`config.mk`:
```
export PLATFORM = sky130hd
export DESIGN_NAME = marc_ctrl
export DESIGN_NICKNAME = d
export VERILOG_FILES = /design/src/marc_pkg.sv /design/src/marc_ctrl.sv
export SDC_FILE = /design/constraint.sdc
export NUM_CORES = 1
export LEC_CHECK = 0
export BUFFER_PORTS_ARGS = -buffer_cell sky130_fd_sc_hd__buf_2
export CORE_AREA = 10 10 47 49
export CTS_CLUSTER_DIAMETER = 40
export DETAILED_ROUTE_END_ITERATION = 8
export DIE_AREA = 0 0 57 59
export GPL_TIMING_DRIVEN = 0
export MAX_ROUTING_LAYER = met4
export SYNTH_ARGS = -nofsm -noshare
export SYNTH_HDL_FRONTEND = slang
export SYNTH_SLANG_ARGS = --single-unit
```
`constraint.sdc`:
```
create_clock -name clock -period 1.8 [get_ports clock]
set_input_delay 0.18 -clock clock [delete_from_list [all_inputs] [get_ports clock]]
set_output_delay 0.18 -clock clock [all_outputs]
set_load 0.02 [all_outputs]
```
`src/marc_pkg.sv`:
```
// ----------------------------------------------------------------------------
// Moving average and rate of change: shared package
// Sizes, widths, register indexes and the controller/datapath interface
// structures that the block's modules share.
// ----------------------------------------------------------------------------
package marc_pkg;

   // History depths.
   localparam int MAX_WINDOW = 64;
   localparam int MAX_LAG    = 127;
   localparam int OPEN_DEPTH = MAX_LAG + 1;
   localparam int SEEN_CAP   = (MAX_WINDOW > OPEN_DEPTH) ? MAX_WINDOW : OPEN_DEPTH;

   // Field widths.
   localparam int PRICE_W   = 32;
   localparam int RATE_W    = 24;
   localparam int FRAC_BITS = 16;
   localparam int CFG_W     = 7;

   // Derived widths.
   localparam int WIN_AW    = $clog2(MAX_WINDOW);
   localparam int OPEN_AW   = $clog2(OPEN_DEPTH);
   localparam int SEEN_W    = $clog2(SEEN_CAP + 1);
   localparam int CNT_W     = $clog2(MAX_WINDOW + 1);
   localparam int LAG_W     = $clog2(MAX_LAG + 1);
   localparam int SUM_W     = PRICE_W + WIN_AW;
   localparam int DIVD_W    = PRICE_W + FRAC_BITS;
   localparam int DIVS_W    = PRICE_W;
   localparam int DIV_CNT_W = $clog2(DIVD_W + 1);

   // Register reset values.
   localparam logic [CFG_W-1:0] WINDOW_RESET = CFG_W'(5);
   localparam logic [CFG_W-1:0] LAG_RESET    = CFG_W'(40);

   // Register indexes on the configuration channel.
   localparam int CSR_IDX_W = 1;
   localparam logic [CSR_IDX_W-1:0] CSR_MA_WINDOW = 1'd0;
   localparam logic [CSR_IDX_W-1:0] CSR_RATE_LAG  = 1'd1;

   // Saturation limits of the Q8.16 rate, as magnitudes.
   localparam logic [DIVD_W-1:0] RATE_POS_MAX = DIVD_W'((64'd1 << (RATE_W - 1)) - 64'd1);
   localparam logic [DIVD_W-1:0] RATE_NEG_MAG = DIVD_W'(64'd1 << (RATE_W - 1));

   // Commands from the controller to the datapath.
   typedef struct packed {
      logic capture;
      logic store;
      logic sum_run;
      logic div_ma_start;
      logic ma_take;
      logic div_rate_start;
      logic rate_take;
      logic load_out;
   } dp_cmd_type;

   // Status from the datapath to the controller.
   typedef struct packed {
      logic sum_done;
      logic div_done;
      logic ref_zero;
      logic out_free;
   } dp_status_type;

endpackage

```
`src/marc_ctrl.sv`:
```
// ----------------------------------------------------------------------------
// Moving average and rate of change: controller
// Sequences one bar through store, accumulation, one or two divisions and output.
// ----------------------------------------------------------------------------
module marc_ctrl import marc_pkg::*; (
   input  logic          clock,
   input  logic          reset,
   input  logic          req_tvalid,
   output logic          req_tready,
   input  dp_status_type status,
   output dp_cmd_type    cmd
);

   typedef enum logic [5:0] {
      ST_IDLE     = 6'b000001,
      ST_STORE    = 6'b000010,
      ST_SUM      = 6'b000100,
      ST_DIV_MA   = 6'b001000,
      ST_DIV_RATE = 6'b010000,
      ST_FINISH   = 6'b100000
   } ctrl_state_type;

   ctrl_state_type state_ff, state_in;

   assign req_tready = (state_ff == ST_IDLE);

   always_comb begin
      state_in = state_ff;
      cmd      = '0;
      case (state_ff)
         ST_IDLE: begin
            if (req_tvalid) begin
               cmd.capture = 1'b1;
               state_in    = ST_STORE;
            end
         end
         ST_STORE: begin
            cmd.store = 1'b1;
            state_in  = ST_SUM;
         end
         ST_SUM: begin
            cmd.sum_run = 1'b1;
            if (status.sum_done) begin
               cmd.div_ma_start = 1'b1;
               state_in         = ST_DIV_MA;
            end
         end
         ST_DIV_MA: begin
            if (status.div_done) begin
               cmd.ma_take = 1'b1;
               if (status.ref_zero) begin
                  state_in = ST_FINISH;
               end else begin
                  cmd.div_rate_start = 1'b1;
                  state_in           = ST_DIV_RATE;
               end
            end
         end
         ST_DIV_RATE: begin
            if (status.div_done) begin
               cmd.rate_take = 1'b1;
               state_in      = ST_FINISH;
            end
         end
         ST_FINISH: begin
            if (status.out_free) begin
               cmd.load_out = 1'b1;
               state_in     = ST_IDLE;
            end
         end
         default: begin
            state_in = ST_IDLE;
         end
      endcase
   end

   always_ff @(posedge clock) begin
      if (reset) begin
         state_ff <= ST_IDLE;
      end else begin
         state_ff <= state_in;
      end
   end

   // An accepted bar always moves on to the store step.
   assert property (@(posedge clock) disable iff (reset)
      (req_tvalid && req_tready) |=> (state_ff == ST_STORE))
      else $error("accepted bar did not reach the store step");

   // A result is only loaded when the output register can take it.
   assert property (@(posedge clock) disable iff (reset)
      cmd.load_out |-> status.out_free)
      else $error("result loaded over an untaken result");

   // The rate division is never run against a zero reference open.
   assert property (@(posedge clock) disable iff (reset)
      (state_ff == ST_DIV_RATE) |-> !status.ref_zero)
      else $error("rate division with zero reference");

endmodule

```
# Word level (Yosys, flattened, before mapping)

Cells that the tools add are included.

Flip-flop bits (word level): 6
Logic and storage cells: 32

Equal/unequal tests: 11
Mux-type cells: 19
Reduce and logical (&&, ||, !) cells: 1

Operators with widths:

| cell                                           | number |
|---|---|
| two-way mux 6 bit                              | 6 |
| one-hot mux 6 bit (6 select lines)             | 1 |
| inequality test 2 bit (second input constant)  | 5 |
| two-way mux 1 bit                              | 9 |
| == test 6 x 1 -> 1 bit (second input constant) | 1 |
| == test 6 x 2 -> 1 bit (second input constant) | 1 |
| == test 6 x 3 -> 1 bit (second input constant) | 1 |
| == test 6 x 4 -> 1 bit (second input constant) | 1 |
| == test 6 x 5 -> 1 bit (second input constant) | 1 |
| == test 6 bit (second input constant)          | 1 |
| two-way mux 2 bit                              | 3 |
| AND reduction 5 bit                            | 1 |

# Depth between registers and ports, before layout

Gate-level depths: netlist (run 1).

Depth in word-level cells: 3
Mapped depth: 6
Mapped depth without buffers: 5

# Least setup slack after synthesis (run 1)

No wires, ideal clock.

Kind: register to register
Start: register state_ff[2]
End: register state_ff[4]
Data arrival time: 1.516 ns
Data required time: 1.741 ns
Slack: 0.225 ns
Cell stages (with the launch flop): 6
Period minus slack after synthesis: 1.575 ns
Cells stage by stage: dfxtp_1 -> buf_6 -> nor4_4 -> and3_1 -> and2b_1 -> a22o_1

Cells in the longest elaborated chain, start to end: 3
Elaborated cells on any way between the ends: 13
Those cells by class: eq/ne (11); mux (1); reduce/logical (1)

RTL lines:

| item                                                 | RTL line        | text |
|---|---|---|
| start: declaration                                   | marc_ctrl.sv:23 | `ctrl_state_type state_ff, state_in;` |
| start signal: assignment                             | marc_ctrl.sv:81 | `state_ff <= state_in;` |
| == test 6 x 3 -> 1 bit, or another cell as far along | marc_ctrl.sv:30 | `case (state_ff)` |
| inequality test 2 bit (no source line)               | n/a             |  |
| AND reduction 5 bit (no source line)                 | n/a             |  |

Parallel ways exist; a longest one is shown, timed or not.
A chain may end at the register's enable or synchronous reset.

==> summary.txt, run 1 <==
Status
  – Outcome: finished, final reports clean

Floorplanning
  – Die ar.: 0.00336 mm²
  – Die height: 59 µm
  – Row count: 14
  – Io pins: 16
  – Initial core utilization: 0.318
  – Core box area: 0.00140 mm²
  – Die Width: 57 µm

Global routing
  – Vias in the first global route: 427
  – Overall Global Routing Usage: 0.0711
  – Gr ovfl total: 0
  – Initial antenna violation count: 0
  – Global-route wire length before repair: 1890 µm
  – Largest net degree at the start of global routing: 10

Timing
  – Fin. Hold Viols: 0
  – Final setup violating endpoints: 0
  – Final setup margin: 0.0871 ns
  – Max Slew Vio Count: 0
  – Clock period minus worst slack: 1.71 ns
  – Fin crit share: 0.952
  – Worst-margin pin slew: 0.346 ns
  – Fmax: 584 MHz
  – Rel. slew slack: 0.768
  – Hold WS: 0.224 ns
  – Setup Skew: 0.00296 ns

Worst setup path
  – Worst stage delay on the critical path: 0.40 ns
  – CP Cell Sequence: nor4_4 > and3_1 > and2b_1 > buf_4
  – Worst EP required: 1.62 ns
  – Critical path arrival: 1.53 ns
  – Worst setup EP type: output pin
  – Setup crit start kind: flop
  – CP max stage cell: nor4_4
  – Crit Path Category: flop to output pin
  – Worst-path maximum fanout: 6
  – R2R setup slack: 0.37 ns

Yosys
  – Mux cell area share after synthesis: 0
  – Ys flop type: dfxtp_1
  – Number of enable flip-flop cells after synthesis: 0
  – Simple-gate portion of the synthesized area: 0.382
  – Ys Warns: 0
  – Synth Cell Area: 445 µm²
  – Post-synthesis adder-cell area fraction: 0
  – Most frequent cells after synthesis: dfxtp_1 (6), nor2_1 (5), nor3_1 (5), a21oi_1 (4), nor2b_1 (4)
  – Post-Synth XOR/XNOR Area: 0.0197
  – Netlist cell types: 28
  – Largest family of logic cells by synthesized area: simple AND/OR/NAND/NOR gates
  – Compound-gate portion of the synthesized area: 0.242
  – Most instantiated library cell after synthesis: dfxtp_1
  – Synth top area share: 0.270
  – Async SR Flop Fraction: 0
  – Seq cells post-synth: 6
  – Mean Syn Cell Area: 8.25 µm²
  – Register area share after synthesis: 0.270
  – Leading post-synthesis cells by cell area: dfxtp_1 (27%), a22o_1 (5.9%), nor2b_1 (5.6%)
  – Dominant cell type by area after synthesis: dfxtp_1
  – Post-Syn Nets: 61
  – Cell count after synthesis: 54

Drt
  – Vias: 467
  – Routed Antenna Nets: 0
  – DRC viols: 0
  – Detailed Route WL: 1120 µm
  – Starting DRT DRC Count: 7
  – Drt pass-1 iters: 4
  – WL per Instance: 12.6 µm
  – Post-DR vias/cell: 5.25

Power
  – Leak: 0.274 nW
  – Peak supply drop: 0.000728 V
  – Power per Cell Area: 1140 mW/mm²
  – Sequential fraction of design power: 0.317
  – Clock Power Share: 0.184
  – Switching part of the total: 0.421
  – Logic pwr share: 0.499
  – Int Pwr: 0.385 mW
  – Psw: 0.281 mW

Layout
  – Top Registers: state_ff: 6 flops
  – Share of cells above drive strength 1: 0.384
  – Final net count: 82
  – Final cell utilization of the core: 0.415
  – Largest Register: state_ff
  – Area Overhead vs Synth: 30.6%
  – # diodes: 0
  – Post-route cell area: 582 µm²
  – Max reg flops: 6

Clock network
  – CTS Hold Bufs: 0
  – Max H-tree Level: 1
  – Clock sinks: 6
  – Clock root cell: clkbuf_4
  – Clk slew on worst S/H paths: 0.05 ns
  – Worst skew pair latency: 0.24 ns
  – Clock Path Buffers: 2
  – Num CTS Buffers: 3
  – CTS tree: built

Min path
  – Hold Crit Class: input port to flop

Placed design
  – Final HPWL DP: 879 µm
  – Placer Congestion: 0.770
  – Post-place instance area: 541 µm²
  – # port buffers: 15
  – Place WS: 0.232 ns

Job
  – Max Cap Viol: 0
==> per-stage QoR <==
stage | cells | setup TNS [ns] | power, mW
after floorplan | 54 | 0 | 0.440
after global placement | 85 | 0 | 0.519
after detailed placement | 85 | 0 | 0.518
after CTS | 88 | 0 | 0.648
after global routing | 89 | -0.00850 | 0.725
final | 89 | 0 | 0.666
==> metal layers <==
metal	global-route usage	vias to the layer above	wire (µm)
li1	-	239	-
met1	0.0844	206	528
met2	0.101	18	511
met3	0.0322	4	64
met4	0.0302	0	14
met5	-	-	0
==> cell usage in the layout (no fill, tap or decap), drive strengths merged <==
master | Yosys | routed
buf | 3 | 19
a22o | 3 | 3
and2 | 1 | 1
a32oi | 1 | 1
o41ai | 1 | 1
o32ai | 1 | 1
a21oi | 4 | 4
dfxtp | 6 | 6
and3 | 3 | 3
nor4 | 1 | 1
inv | 4 | 4
and2b | 1 | 1
and4 | 1 | 1
nor2b | 4 | 4
a22oi | 1 | 1
nand2 | 1 | 1
nand2b | 1 | 1
nor3 | 5 | 5
nor3b | 2 | 2
o21ba | 1 | 1
nand3 | 1 | 1
nor2 | 5 | 5
a41o | 1 | 1
clkbuf | 0 | 3
xnor2 | 1 | 1
nand4b | 1 | 1
==> power groups by stage <==
stage / Sequential [mW] / Clock (mW) / Combinational [mW]
floorplan: 0.181 / 0 / 0.258
global placement: 0.186 / 0 / 0.333
detailed placement: 0.186 / 0 / 0.332
CTS: 0.185 / 0.128 / 0.335
global route: 0.220 / 0.136 / 0.369
finish: 0.211 / 0.122 / 0.332
==> worst paths after layout <==
check,from,to,cells past startpoint
hold / removal,reset,state_ff[2],2
hold reg to reg,state_ff[3],state_ff[0],2
setup reg to reg,state_ff[4],state_ff[5],4
setup / recovery,state_ff[0],cmd[2],4
==> cells by family after synthesis <==
family | count (synthesis)
AOI/OAI and AO/OA | 13
xor gates and xnor gates | 1
buffers and inverters | 7
DFF | 6
and+or+nand+nor | 27
==> worst max-delay path, delay by kind of cell (launching register included) <==
kind	cells	cell delay, ns
flip-flops	1	0.38
AND/OR/NAND/NOR	3	0.76
buffers and inverters	1	0.14
==> cell type report <==
cell class                      instances  area, µm²
Fill cell                             156        820
Inverter                                4       15.0
Timing Repair Buffer                   17       92.6
Buffer                                  2       18.8
Sequential cell                         6        121
Clock buffer                            3       22.5
Multi-Input combinational cell         41        292
Tap cell                               16       20.0
==> repair_timing <==
action | 4_1_cts | 5_1_grt
resized for setup | 1 | 2
endpoints found under the setup margin | 1 | 1
buffers inserted | 0 | 2
pin swaps | 0 | 2
Note: power is estimated with default switching activity, not from simulation.
==> run 2: changes to the inputs <==
- clock period: 1.8 -> 1.7 ns (I/O delays scaled with it)
==> summary.txt, run 2 (synthesis results as in run 1) <==
Timing
  – Final setup margin: 0.0627 ns (was 0.0871 ns)
  – Worst-margin pin slew: 0.365 ns (was 0.346 ns)
  – Max Slew Vio Count: 0 (unchanged)
  – Fin crit share: 0.963
  – Hold WS: 0.218 ns (was 0.224 ns)
  – Fin. Hold Viols: 0 (unchanged)
  – Rel. slew slack: 0.756 (was 0.768)
  – Clock period minus worst slack: 1.64 ns
  – Fmax: 611 MHz
  – RSZ-0062 raised after global routing: true
  – Setup Skew: 0.00153 ns (was 0.00296 ns)
  – Final setup violating endpoints: 0 (unchanged)

Floorplanning
  – Core box area: 0.00140 mm² (unchanged)
  – Initial core utilization: 0.318 (unchanged)
  – Row count: 14 (unchanged)
  – Die ar.: 0.00336 mm² (unchanged)
  – Die Width: 57 µm (unchanged)
  – Die height: 59 µm (unchanged)
  – Io pins: 16 (unchanged)

Worst setup path
  – Worst R2R Start: state_ff[0] (was state_ff[4])
  – Critical path arrival: 1.47 ns (was 1.53 ns)
  – Setup crit start kind: flop (unchanged)
  – Worst-path maximum fanout: 9 (was 6)
  – R2R cell count: 5 (was 4)
  – R2R setup slack: 0.21 ns (was 0.37 ns)
  – Crit Path Category: flop to output pin (unchanged)
  – RR Endpoint: state_ff[5] (unchanged)
  – Worst EP required: 1.53 ns (was 1.62 ns)
  – Critical path startpoint: state_ff[2] (was state_ff[0])
  – CP Capture Point: cmd[2] (unchanged)
  – Worst setup EP type: output pin (unchanged)

Drt
  – Post-DR vias/cell: 5.41 (was 5.25)
  – Starting DRT DRC Count: 24 (was 7)
  – Routed Antenna Nets: 0 (unchanged)
  – DRC viols: 0 (unchanged)
  – Detailed Route WL: 1240 µm (was 1120 µm)
  – Vias: 487 (was 467)
  – Drt pass-1 iters: 4 (unchanged)
  – WL per Instance: 13.7 µm (was 12.6 µm)

Power
  – Psw: 0.314 mW (was 0.281 mW)
  – Sequential fraction of design power: 0.278 (was 0.317)
  – Switching part of the total: 0.431 (was 0.421)
  – Total power: 0.729 mW (was 0.666 mW)
  – Logic pwr share: 0.544 (was 0.499)
  – Peak supply drop: 0.000757 V (was 0.000728 V)
  – Clock Power Share: 0.178 (was 0.184)
  – Int Pwr: 0.415 mW (was 0.385 mW)
  – Leak: 0.275 nW (was 0.274 nW)
  – Power per Cell Area: 1220 mW/mm² (was 1140 mW/mm²)

Clock network
  – Clock Path Buffers: 2 (unchanged)
  – Worst skew pair latency: 0.24 ns (about the same)
  – Num CTS Buffers: 3 (unchanged)
  – Clk slew on worst S/H paths: 0.05 ns (about the same)
  – Clock sinks: 6 (unchanged)
  – CTS tree: built (unchanged)
  – Max H-tree Level: 1 (unchanged)
  – CTS Hold Bufs: 0 (unchanged)
  – Clock root cell: clkbuf_4 (unchanged)

Layout
  – Final net count: 83 (was 82)
  – Area Overhead vs Synth: 34.0% (was 30.6%)
  – # diodes: 0 (unchanged)
  – Largest Register: state_ff (unchanged)
  – Max reg flops: 6 (unchanged)
  – Most frequent cells in the layout: buf_2 (14), dfxtp_1 (6), nor2_1 (5), buf_4 (5) (was buf_2 (14), nor2_1 (5), dfxtp_1 (5))
  – Top Registers: state_ff: 6 flops (unchanged)
  – Share of cells above drive strength 1: 0.392 (was 0.384)
  – Most common cell after layout, fill and taps aside: buf_2 (unchanged)

Global routing
  – Gr ovfl total: 0 (unchanged)
  – Global-route wire length before repair: 2010 µm (was 1890 µm)
  – Overall Global Routing Usage: 0.0756 (was 0.0711)
  – Largest net degree at the start of global routing: 10 (unchanged)
  – Initial antenna violation count: 0 (unchanged)
  – Vias in the first global route: 437 (was 427)

Min path
  – Hold Crit Class: input port to flop (unchanged)

Status
  – Outcome: finished, final reports clean (unchanged)

Placed design
  – Place WS: 0.142 ns (was 0.232 ns)
  – Placer Congestion: 0.770 (unchanged)
  – # port buffers: 15 (unchanged)
  – Final HPWL DP: 879 µm (unchanged)

Job
  – Max Cap Viol: 0 (unchanged)
## run 2: changes by cell type in the layout (fill, tap and decap cells not counted), sizes merged
cell	previous run	this run
buf	19	20
## run 2: worst max-delay path, cell delays in order (launching register included)
cell,delay (ns)
dfxtp_1,0.30
buf_6,0.13
nor4_4,0.31
and3_1,0.20
and2b_1,0.14
buf_4,0.14
## run 2: power by group through the flow
stage / Sequential, mW / Clock, mW / Combinational (mW)
floorplan: 0.192 / 0 / 0.274
global placement: 0.197 / 0 / 0.352
detailed placement: 0.197 / 0 / 0.352
CTS: 0.196 / 0.136 / 0.396
global route: 0.207 / 0.144 / 0.442
finish: 0.203 / 0.129 / 0.397
## run 2: how the worst min path moves through the flow
stage,startpoint,endpoint,slack (ns),depth (start not counted)
after CTS,reset,state_ff[2],0.21,2
after floorplan,reset,state_ff[1],0.25,1
final,reset,state_ff[5],0.22,2
after global placement,reset,state_ff[5],0.46,2
after global routing,reset,state_ff[2],0.21,2
after detailed placement,reset,state_ff[5],0.46,2
## run 2: per-layer routing
metal,share of wire,global-route usage,up-vias
met2,0.46,0.105,24
met3,0.062,0.0322,5
li1,-,-,240
met1,0.45,0.0927,218
met4,0.019,0.0302,0
met5,0,-,-
## run 2: repair_timing
| action | in CTS | in global routing |
|---|---|---|
| gates cloned | 0 | 0 |
| hold endpoints to repair | 0 | 0 |
| endpoints found under the setup margin | 4 | 4 |
| pin swaps | 1 | 1 |
| buffers inserted | 2 | 0 |
| gates resized for setup | 2 | 3 |
## run 2: area by class of cell
class / count / area [µm²]
Tap cell: 16 / 20.0
Multi-Input combinational cell: 41 / 300
Clock buffer: 3 / 22.5
Timing Repair Buffer: 17 / 95.1
Sequential cell: 6 / 120
Inverter: 4 / 15.0
Buffer: 3 / 23.8
Fill cell: 155 / 805
## run 2: stage by stage
step	cell area [µm²]	TNS, ns	instances	utilization
finish	597	0	90	0.426
global route	597	-0.0377	90	0.426
CTS	586	0	90	0.418
detailed placement	541	0	85	0.386
global placement	541	0	85	0.386
floorplan	445	0	54	-
